[src/sv/hrf_ram.sv]
// Generic simple dual-port RAM with registered read.
`default_nettype none
module hrf_ram #(
   parameter int WIDTH = 8,
   parameter int DEPTH = 16
) (
   input  wire logic                     clock,
   input  wire logic                     wr_en,
   input  wire logic [$clog2(DEPTH)-1:0] wr_addr,
   input  wire logic [WIDTH-1:0]         wr_data,
   input  wire logic [$clog2(DEPTH)-1:0] rd_addr,
   output logic      [WIDTH-1:0]         rd_data
);

   logic [WIDTH-1:0] storage_ff [DEPTH];
   logic [WIDTH-1:0] rd_data_ff;

   // write port and registered read port; a read of the entry being written gives old data
   always_ff @(posedge clock) begin
      if (wr_en) begin
         storage_ff[wr_addr] <= wr_data;
      end
      rd_data_ff <= storage_ff[rd_addr];
   end

   assign rd_data = rd_data_ff;

endmodule
`default_nettype wire

[config.mk]
export PLATFORM = sky130hd
export DESIGN_NAME = hrf_ram
export DESIGN_NICKNAME = d
export VERILOG_FILES = /design/src/sv/hrf_ram.sv
export SDC_FILE = /design/constraint.sdc
export NUM_CORES = 1
export LEC_CHECK = 0
export BUFFER_PORTS_ARGS = -buffer_cell sky130_fd_sc_hd__buf_2
export CORE_ASPECT_RATIO = 0.8
export CORE_MARGIN = 10
export CORE_UTILIZATION = 45
export DETAILED_ROUTE_END_ITERATION = 10
export GPL_TIMING_DRIVEN = 0
export HOLD_SLACK_MARGIN = 0.02
export SETUP_SLACK_MARGIN = 0.05
export SLEW_MARGIN = 20
export SYNTH_ARGS = -nofsm -noshare
export SYNTH_HDL_FRONTEND = slang
export SYNTH_SLANG_ARGS = --single-unit
[constraint.sdc]
create_clock -name clock -period 2.4 [get_ports clock]
set_input_delay 0.48 -clock clock [delete_from_list [all_inputs] [get_ports clock]]
set_output_delay 0.48 -clock clock [all_outputs]
set_load 0.02 [all_outputs]
Yosys cells after proc, flatten, opt, wreduce, memory -nomap -nowiden
Memory sizes are Yosys's and may differ from the RTL's. A register that Yosys moved wholly into a read port is not among the register bits.
Index checks and enable logic that the tools add are counted.
{"block": "op_classes", "n_mux": 2}
{"op": "$mux 1", "count": 2}
{"block": "word_totals", "mem_bits_rw": 128, "output_inout_bits": 8, "elab_cells": 3, "ff_bits": 0, "in_bits": 18, "memories": 1}
{"memory": "storage_ff", "words": 16, "width": 8, "read_ports": 1, "rd_ports_with_merged_regs": 1, "wr": 1, "line_no": "15", "text": "logic [WIDTH-1:0] storage_ff [DEPTH];"}

Longest topological paths before layout
Gate-level depths: netlist of run 1.
{"block": "logic_depth", "word_depth": 2, "mapped_depth": 5, "mapped_depth_nobuf": 3}

Least setup slack after synthesis of run 1
OpenSTA, ideal clock, no wires.
{"block": "synth_timing", "path_kind": "input port to flip-flop", "from": "input wr_addr[2]", "to": "memory storage_ff[0][0] (enable)", "t_required_ps": 2017, "setup_ps": 383, "arrival_time_ps": 1590, "path_buffers": 0, "path_slack_ps": 427, "cell_stages": 2, "path_cell_list": "or3b_2 -> nor3_1"}
{"item": "from (decl)", "line_no": "9", "text": "input wire logic [$clog2(DEPTH)-1:0] wr_addr,"}
{"item": "to (decl)", "line_no": "15"}
Straight into the memory's write port.

Final worst setup path of run 1
{"block": "layout_timing", "from": "input wr_addr[2]", "to": "memory storage_ff[1][2] (enable)"}
Straight into the memory's write port.

==> results.md, run 1 <==
Setup path:
- Counting cells, the worst reg-to-reg path comes to 3.
- Walking the worst path, the cells encountered are buf_2 > or3b_2 > nor2_1.
- The end of the critical path is storage_ff[1][2]$_DFFE_PP_.
- The kind of launch point of the worst setup path is an input port.
- Across all register-to-register paths, the minimum setup slack is 1.04 ns.
- Along the worst path, the maximum fanout reaches 8.
- The endpoint of the lowest-slack register-to-register path is rd_data[6]$_DFF_P_.
- The critical path in this run is classified as in2reg.
- The origin of the critical flop-to-flop path is storage_ff[12][6]$_DFFE_PP_.
- The endpoint type of the worst setup path is a flop.
- On the worst path, the slowest cell contributes a delay of 0.66 ns.
- STA puts the critical path data required time at 2.43 ns.
- The launching element of the worst setup path is wr_addr[2].
- The critical path's slowest cell is sky130_fd_sc_hd__nor2_1.
- STA puts the critical path data arrival time at 1.79 ns.

Yosys:
- The synthesized area per cell is 22.5 um2.
- The cell area that synthesis handed to floorplanning was 5150 um2.
- The largest area contributor in the netlist is sky130_fd_sc_hd__edfxtp_1.
- The post-synthesis instance total is 229.
- Sorting the synthesized cells by area gives the leading types as sky130_fd_sc_hd__edfxtp_1 75%, sky130_fd_sc_hd__mux4_2 7.9%, sky130_fd_sc_hd__mux4_1 7.1%.
- The net count after synthesis is 247.
- The number of distinct standard cells referenced by the synthesized netlist is 19.
- The total of flip-flops plus latches after synthesis is 136.
- The register area share after synthesis is 0.778.
- Yosys printed 0 warnings.
- The top cell type's share of synthesized area is 0.747.

Route:
- The violation count after the first detailed-route iteration is 208.
- The antenna violation net count after detailed routing is 0.
- Summing over every cut layer, the via total after detailed routing is 2377.
- The detailed-routing iteration count for the pre-antenna-repair pass is 5.
- The vias per cell is 5.54.
- For this run, design rule violations remaining after detail routing come to 0.
- In the final routed layout, each cell accounts on average for 24.1 um.
- Wires add up to 10300 um.

Power and ir drop:
- Cell internal power was estimated by the tool at 4.72 mW.
- The peak supply drop is 0.500 mV.
- Of the total power, the share spent switching nets is 0.197.
- Of the total power, combinational logic draws 0.047.
- The fraction of power consumed by the clock network is 0.499.
- In this run the power spent charging and discharging nets is 1.15 mW.
- Power comes to 5.87 mW.
- The share of total power dissipated in sequential elements is 0.454.
- The total leakage power is 2.06 nW.
- For this design the ratio of total power to cell area is 956 nW/um2.

Timing:
- The number of hold violations in the final report is 0.
- The relative slew slack is 0.426.
- Setup repair after global routing left no endpoint under its margin.
- For the pin with the worst max-slew slack, the measured transition is 0.858 ns.
- The setup clock skew after layout is 0.00547 ns.
- The total setup violations reported at the end of the flow is 0.
- The final cycle utilization of the critical path is 0.730.
- The final-report max-slew violation count is 0.
- The final-layout setup total negative slack is 0 ns.
- The highest attainable clock frequency is 571 MHz.
- The worst path in the final design needs a cycle of 1.75 ns, including I/O delays and setup.

Die:
- The placeable core area is 11000 um2.
- The number of cell rows is 34.
- During I/O placement, the number of pins put on the boundary was 26.
- The starting density of the core is 0.467.
- The height of the die is 116 um.
- The horizontal die dimension is 140 um.
- The floorplan die area is 16100 um2.

Place:
- Routability-driven placement finished with a final weighted congestion of 0.700.
- Once placement completed, the tool counted placed cells totaling 397.
- The post-detailed-placement half-perimeter wirelength is 6560 um.
- The count of buffers added on input and output ports is 24.

Final layout:
- The layout overhead on the synthesized area is 19.3%.
- Excluding fillers, the count of instances in the completed layout stands at 429.
- The net total in the final layout is 290.
- The share of final-layout standard cells stronger than drive strength 1 is 0.312.
- The number of inserted diodes is 0.

Global routing:
- Entering global routing, the biggest net connects 17 pins.
- The first global-routing pass estimated 15400 um of wire.
- The via count of the first global-routing pass is 2450.
- The total overflow left after global routing is 0.
- Across every metal layer, demand over resource in global routing totals 0.133.
- The number of antenna violations at the first check in global routing is 0.

Worst hold path:
- The type of the tightest min-delay check is in2reg.

Clock tree:
- TritonCTS built the clock tree.
- The clock buffer count from CTS is 17.
- The hold-fix buffer count after cts is 0.
- The number of sinks handled by clock tree synthesis is 136.
- The cell sitting at the root of the clock tree is a sky130_fd_sc_hd__clkbuf_16.
- The maximum root-to-sink buffer count is 2.
- The number of setup buffers added after CTS is 0.
- The number of cells upsized or downsized after cts is 0.
- The clock reaches the later pin of the worst-skew pair after 0.41 ns.
- CTS built an H-tree with a depth of 4.
- Clock-pin slew was measured on the worst setup and hold paths at 0.06 ns.

Run status:
- The run finished with clean final reports.

Run:
- The max-capacitance violation count is 0.
[cells by family after synthesis]
kind of cell | Yosys count | synth area share
AND/OR/NAND/NOR | 35 | 0.0318
flip-flops | 136 | 0.778
AO/OA/AOI/OAI | 16 | 0.0233
multiplexers | 32 | 0.150
buffers and inverters | 10 | 0.0168
[cell type report]
| cell class | instances | area, um2 |
|---|---|---|
| Multi-Input combinational cell | 83 | 1080 |
| Tap cell | 144 | 180 |
| Timing Repair Buffer | 24 | 120 |
| Sequential cell | 136 | 4000 |
| Clock inverter | 15 | 248 |
| Clock buffer | 17 | 425 |
| Fill cell | 841 | 4880 |
| Buffer | 10 | 86.3 |
[critical path: cells and delay by family]
| family | cells | cell delay, ns |
|---|---|---|
| buffers and inverters | 1 | 0.12 |
| and+or+nand+nor | 2 | 1.18 |
[registers in the layout (all words and copies together) (netlist names)]
register / cells
storage_ff: 128
rd_data: 8
[cell usage in the layout (no fill, tap or decap)]
cell type	n
sky130_fd_sc_hd__edfxtp_1	128
sky130_fd_sc_hd__buf_2	27
sky130_fd_sc_hd__mux4_2	18
sky130_fd_sc_hd__clkbuf_16	17
sky130_fd_sc_hd__a22oi_1	16
sky130_fd_sc_hd__mux4_1	14
sky130_fd_sc_hd__nor2_1	13
sky130_fd_sc_hd__nand2_1	9
sky130_fd_sc_hd__dfxtp_1	8
sky130_fd_sc_hd__bufinv_16	6
sky130_fd_sc_hd__nor3_2	4
sky130_fd_sc_hd__buf_6	3
sky130_fd_sc_hd__clkdlybuf4s25_2	3
sky130_fd_sc_hd__clkinvlp_4	3
sky130_fd_sc_hd__inv_6	3
sky130_fd_sc_hd__nand3b_1	2
sky130_fd_sc_hd__nand2b_1	2
sky130_fd_sc_hd__clkinv_2	2
sky130_fd_sc_hd__nor2b_1	1
sky130_fd_sc_hd__buf_4	1
sky130_fd_sc_hd__and2_1	1
sky130_fd_sc_hd__and2b_1	1
sky130_fd_sc_hd__nand3_1	1
sky130_fd_sc_hd__or3b_2	1
sky130_fd_sc_hd__clkinv_4	1
[cells in the mapped netlist]
| cell type | count |
|---|---|
| sky130_fd_sc_hd__edfxtp_1 | 128 |
| sky130_fd_sc_hd__mux4_2 | 18 |
| sky130_fd_sc_hd__a22oi_1 | 16 |
| sky130_fd_sc_hd__mux4_1 | 14 |
| sky130_fd_sc_hd__nor2_1 | 13 |
| sky130_fd_sc_hd__nand2_1 | 9 |
| sky130_fd_sc_hd__dfxtp_1 | 8 |
| sky130_fd_sc_hd__nor3_1 | 4 |
| sky130_fd_sc_hd__buf_2 | 3 |
| sky130_fd_sc_hd__buf_6 | 3 |
| sky130_fd_sc_hd__clkdlybuf4s25_2 | 3 |
| sky130_fd_sc_hd__nand2b_1 | 2 |
| sky130_fd_sc_hd__nand3b_1 | 2 |
| sky130_fd_sc_hd__and2_1 | 1 |
| sky130_fd_sc_hd__and2b_1 | 1 |
| sky130_fd_sc_hd__buf_4 | 1 |
| sky130_fd_sc_hd__nand3_1 | 1 |
| sky130_fd_sc_hd__nor2b_1 | 1 |
| sky130_fd_sc_hd__or3b_2 | 1 |
[per-stage QoR]
| step | hold WS, ns | cell area [um2] | util | setup slack, ns |
|---|---|---|---|---|
| floorplan | 0.579 | 5150 | - | 0.427 |
| global placement | 0.662 | 5450 | 0.494 | -0.172 |
| detailed placement | 0.679 | 5470 | 0.496 | 0.181 |
| CTS | 0.460 | 6140 | 0.557 | 0.615 |
| global route | 0.473 | 6140 | 0.557 | 0.535 |
| finish | 0.472 | 6140 | 0.557 | 0.648 |
[worst min-delay path by stage]
stage                                            from  depth (start not counted)  slack (ns)                     endpoint
after CTS                                  wr_data[4]                          1        0.46  storage_ff[13][4]$_DFFE_PP_
after floorplan                            wr_data[0]                          0        0.58   storage_ff[0][0]$_DFFE_PP_
after global placement    storage_ff[11][5]$_DFFE_PP_                          3        0.66           rd_data[5]$_DFF_P_
final                                      wr_data[4]                          1        0.47   storage_ff[6][4]$_DFFE_PP_
after global routing                       wr_data[6]                          1        0.47   storage_ff[6][6]$_DFFE_PP_
after detailed placement   storage_ff[2][0]$_DFFE_PP_                          3        0.68           rd_data[0]$_DFF_P_
[metal layers]
metal	global-route usage	vias to the layer above	wire length, um	share of wire
met5	0	-	0	0
met4	0.0584	0	139	0.013
met3	0.0384	12	530	0.051
met2	0.195	60	4780	0.46
met1	0.183	1241	4890	0.47
li1	-	1064	-	-
[power groups by stage]
| stage | logic, mW | clock network [mW] | registers (mW) |
|---|---|---|---|
| 2_1_floorplan | 0.135 | 0 | 2.74 |
| 3_3_place_gp | 0.273 | 0 | 2.71 |
| 3_5_place_dp | 0.280 | 0 | 2.72 |
| 4_1_cts | 0.280 | 2.97 | 2.67 |
| 5_1_grt | 0.299 | 3.08 | 2.67 |
| 6_report | 0.276 | 2.93 | 2.67 |
Power figures use the tool's default switching activity.
==> run 2: changes to the inputs <==
clock period = 1.8 ns   (was 2.4 ns; I/O delays follow)
==> run 2 against run 1 <==
  * Largest power group is now sequential cells
  * Highest routed layer unchanged
  * Sequential cell count unchanged
  * Non-clock buffer count stayed put
  * Via count decreased by 0.38%
  * Global-route usage is 0.27 points lower
==> results.md, run 2 (synthesized netlist as in run 1, its figures left out) <==
Run status:
- The run finished with clean final reports.

Global routing:
- The largest net degree at the start of global routing is 17.
- The via count of the first global-routing pass was 2452.
- The number of antenna violations at the first check in global routing is 0.
- The met3 capacity usage during global routing is 0.0425.
- Across every metal layer, demand over resource in global routing totals 0.131.
- The first-pass GRT wire length is 15300 um.
- The layer with the highest usage is met2.
- After global routing the overflow that remains totals 0.
- The met2 global-route usage is 0.186.
- The global-route track usage on met1 is 0.182.

Setup path:
- STA puts the critical path data arrival time at 1.69 ns.
- In this run the critical register-to-register path is launched from storage_ff[5][0]$_DFFE_PP_.
- The worst setup path is launched from an input port.
- The depth of the worst register-to-register path is 3.
- The setup path with the least slack is of type in2reg.
- Along the worst path, the maximum fanout reaches 8.
- The setup slack of the worst register-to-register path is 0.33 ns.
- The endpoint of the lowest-slack register-to-register path is rd_data[0]$_DFF_P_.
- The endpoint type of the worst setup path is a flop.
- The data required time of the critical path is 1.83 ns.

Route:
- The vias per cell is 5.53.
- The average detailed-routed wire length per instance is 23.5 um.
- Once detail routing completed, the nets flagged for antenna violations numbered 0.
- After the first detailed-routing iteration, the DRC count stood at 304.
- For this run, the detailed router's first-pass iteration total came to 4.
- The routed wire length is 10100 um.
- The detailed-route DRC error count is 0.
- The via count is 2368.

Power and ir drop:
- The power density over the cells is 1140 nW/um2.
- The total leakage power is 1.99 nW.
- The total power is 6.83 mW.
- Across the VDD grid, the largest voltage drop is 0.800 mV.

Place:
- Port buffering added 24 buffers.
- At the end of routability-driven placement, the weighted congestion stood at 0.697.
- The total placed instance area is 5470 um2.
- The post-detailed-placement half-perimeter wirelength is 6470 um.

Timing:
- The worst hold slack is 0.350 ns.
- The setup clock skew after layout is 0.00500 ns.
- The number of hold violations in the final report is 0.
- The final-layout setup total negative slack is 0 ns.
- The final period demand of the worst path is 1.66 ns.
- The slew at the pin closest to its max-slew limit is 0.821 ns.
- The total setup violations reported at the end of the flow is 0.
- In this run the tightest slew margin relative to its limit is 0.450.
- The final-report max-slew violation count came to 0.
- For this run, the top clock speed supported by timing is 604 MHz.
- The final cycle utilization of the critical path is 0.920.
- Setup repair after global routing left no endpoint under its margin.

Final layout:
- The number of inserted diodes is 0.
- Of the cells placed in the final design, the portion with a size suffix greater than 1 is 0.296.
- Counting the fill cells in the layout gives 853.
- The sequential cells in the finished layout cover a total of 4000 um2.
- The area of combinational cells with multiple inputs is 1080 um2.
- The register name with the most flops is storage_ff.
- From synthesis to final layout, the design area changed by 15.9%.
- At the end of the flow, the number of nets in the layout was 290.
- In the layout the commonest cells are 128 x sky130_fd_sc_hd__edfxtp_1, 27 x sky130_fd_sc_hd__buf_2, 18 x sky130_fd_sc_hd__mux4_2.
- The register with the most flip-flops in the layout has 128 of them.
- Once layout is done, the placed cells without fillers occupy 5960 um2.
- The leading cell type in the layout, fill and taps excluded is sky130_fd_sc_hd__edfxtp_1.

Clock tree:
- After clock tree synthesis, the repair step resized 0 gates.
- The clock-pin slew reported for the worst setup and hold paths after clock tree synthesis is 0.05 ns.
- The maximum root-to-sink buffer count is 2.
- The total number of H-tree levels is 4.
- The number of buffers inserted to repair setup after CTS is 0.
- The clock tree from TritonCTS is built.
- The tree is rooted in a sky130_fd_sc_hd__clkbuf_16.
- The number of sinks handled by clock tree synthesis is 136.
- Buffers inserted to repair hold after CTS numbered 0.
- The clock buffer count from CTS is 17.
- The later pin in the worst-skew pair is clocked with a latency of 0.41 ns.

Run:
- Across the run, the number of max-cap violations was 0.

Worst hold path:
- Along the worst hold path, the cell count comes to 1.
- The path class of the tightest hold or removal check is in2reg.
- The terminating pin of the worst hold path is storage_ff[15][5]$_DFFE_PP_.
- In this run the most critical hold path is launched from wr_data[5].

Die:
- The die is 116 um tall.
- The initialized floorplan defines 34 standard-cell rows.
- The floorplan die area is 16100 um2.
- From left edge to right edge, the die measures 140 um.
- The I/O pin count is 26.
- The placeable core area is 11000 um2.
- The starting density of the core is 0.467.
run 2: cell types whose count changed in the layout (fill, tap and decap cells not counted):
cell and delta:
sky130_fd_sc_hd__nor2_2 +1, sky130_fd_sc_hd__clkbuf_1 +1, sky130_fd_sc_hd__nor2_1 -1, sky130_fd_sc_hd__inv_6 -3, sky130_fd_sc_hd__clkinvlp_4 -1, sky130_fd_sc_hd__clkinv_2 +5
sky130_fd_sc_hd__clkinv_1 +4, sky130_fd_sc_hd__clkinv_4 -1, sky130_fd_sc_hd__bufinv_16 -6
run 2: area by class of cell:
class	count	area share
tap	144	0.0302
clock inverter	13	0.0109
buffer	10	0.0145
multi-input combinational	83	0.181
clock buffer	18	0.0720
sequential	136	0.671
timing repair buffer	24	0.0201
run 2: power by group:
part	leakage, nW	switching [mW]	internal, mW	total (mW)
clock	0.245	1.19	1.71	2.90
sequential	1.22	0.0155	3.54	3.56
combinational	0.520	0.225	0.141	0.367
run 2: worst max path at each step:
stage | startpoint | endpoint
finish | wr_addr[2] | storage_ff[3][1]$_DFFE_PP_
global route | wr_addr[2] | storage_ff[3][1]$_DFFE_PP_
CTS | wr_addr[2] | storage_ff[1][7]$_DFFE_PP_
detailed placement | wr_addr[2] | storage_ff[1][7]$_DFFE_PP_
global placement | wr_addr[2] | storage_ff[8][3]$_DFFE_PP_
floorplan | wr_addr[2] | storage_ff[3][0]$_DFFE_PP_
run 2: per-layer routing:
| metal | part of all wire | up-vias |
|---|---|---|
| li1 | - | 1061 |
| met1 | 0.49 | 1244 |
| met2 | 0.45 | 52 |
| met3 | 0.050 | 11 |
| met4 | 0.011 | 0 |
| met5 | 0 | - |
run 2: through the flow:
step           setup WS (ns)  utilization  std cells
3_3_place_gp          -0.481        0.495        397
6_report               0.143        0.541        428
2_1_floorplan          0.174            -        229
5_1_grt               0.0966        0.541        428
3_5_place_dp          -0.303        0.496        397
4_1_cts                0.127        0.541        428
run 2: worst max-delay path, cell delays in order:
cell	delay [ns]
sky130_fd_sc_hd__buf_2	0.12
sky130_fd_sc_hd__or3b_2	0.55
sky130_fd_sc_hd__nor2_1	0.66
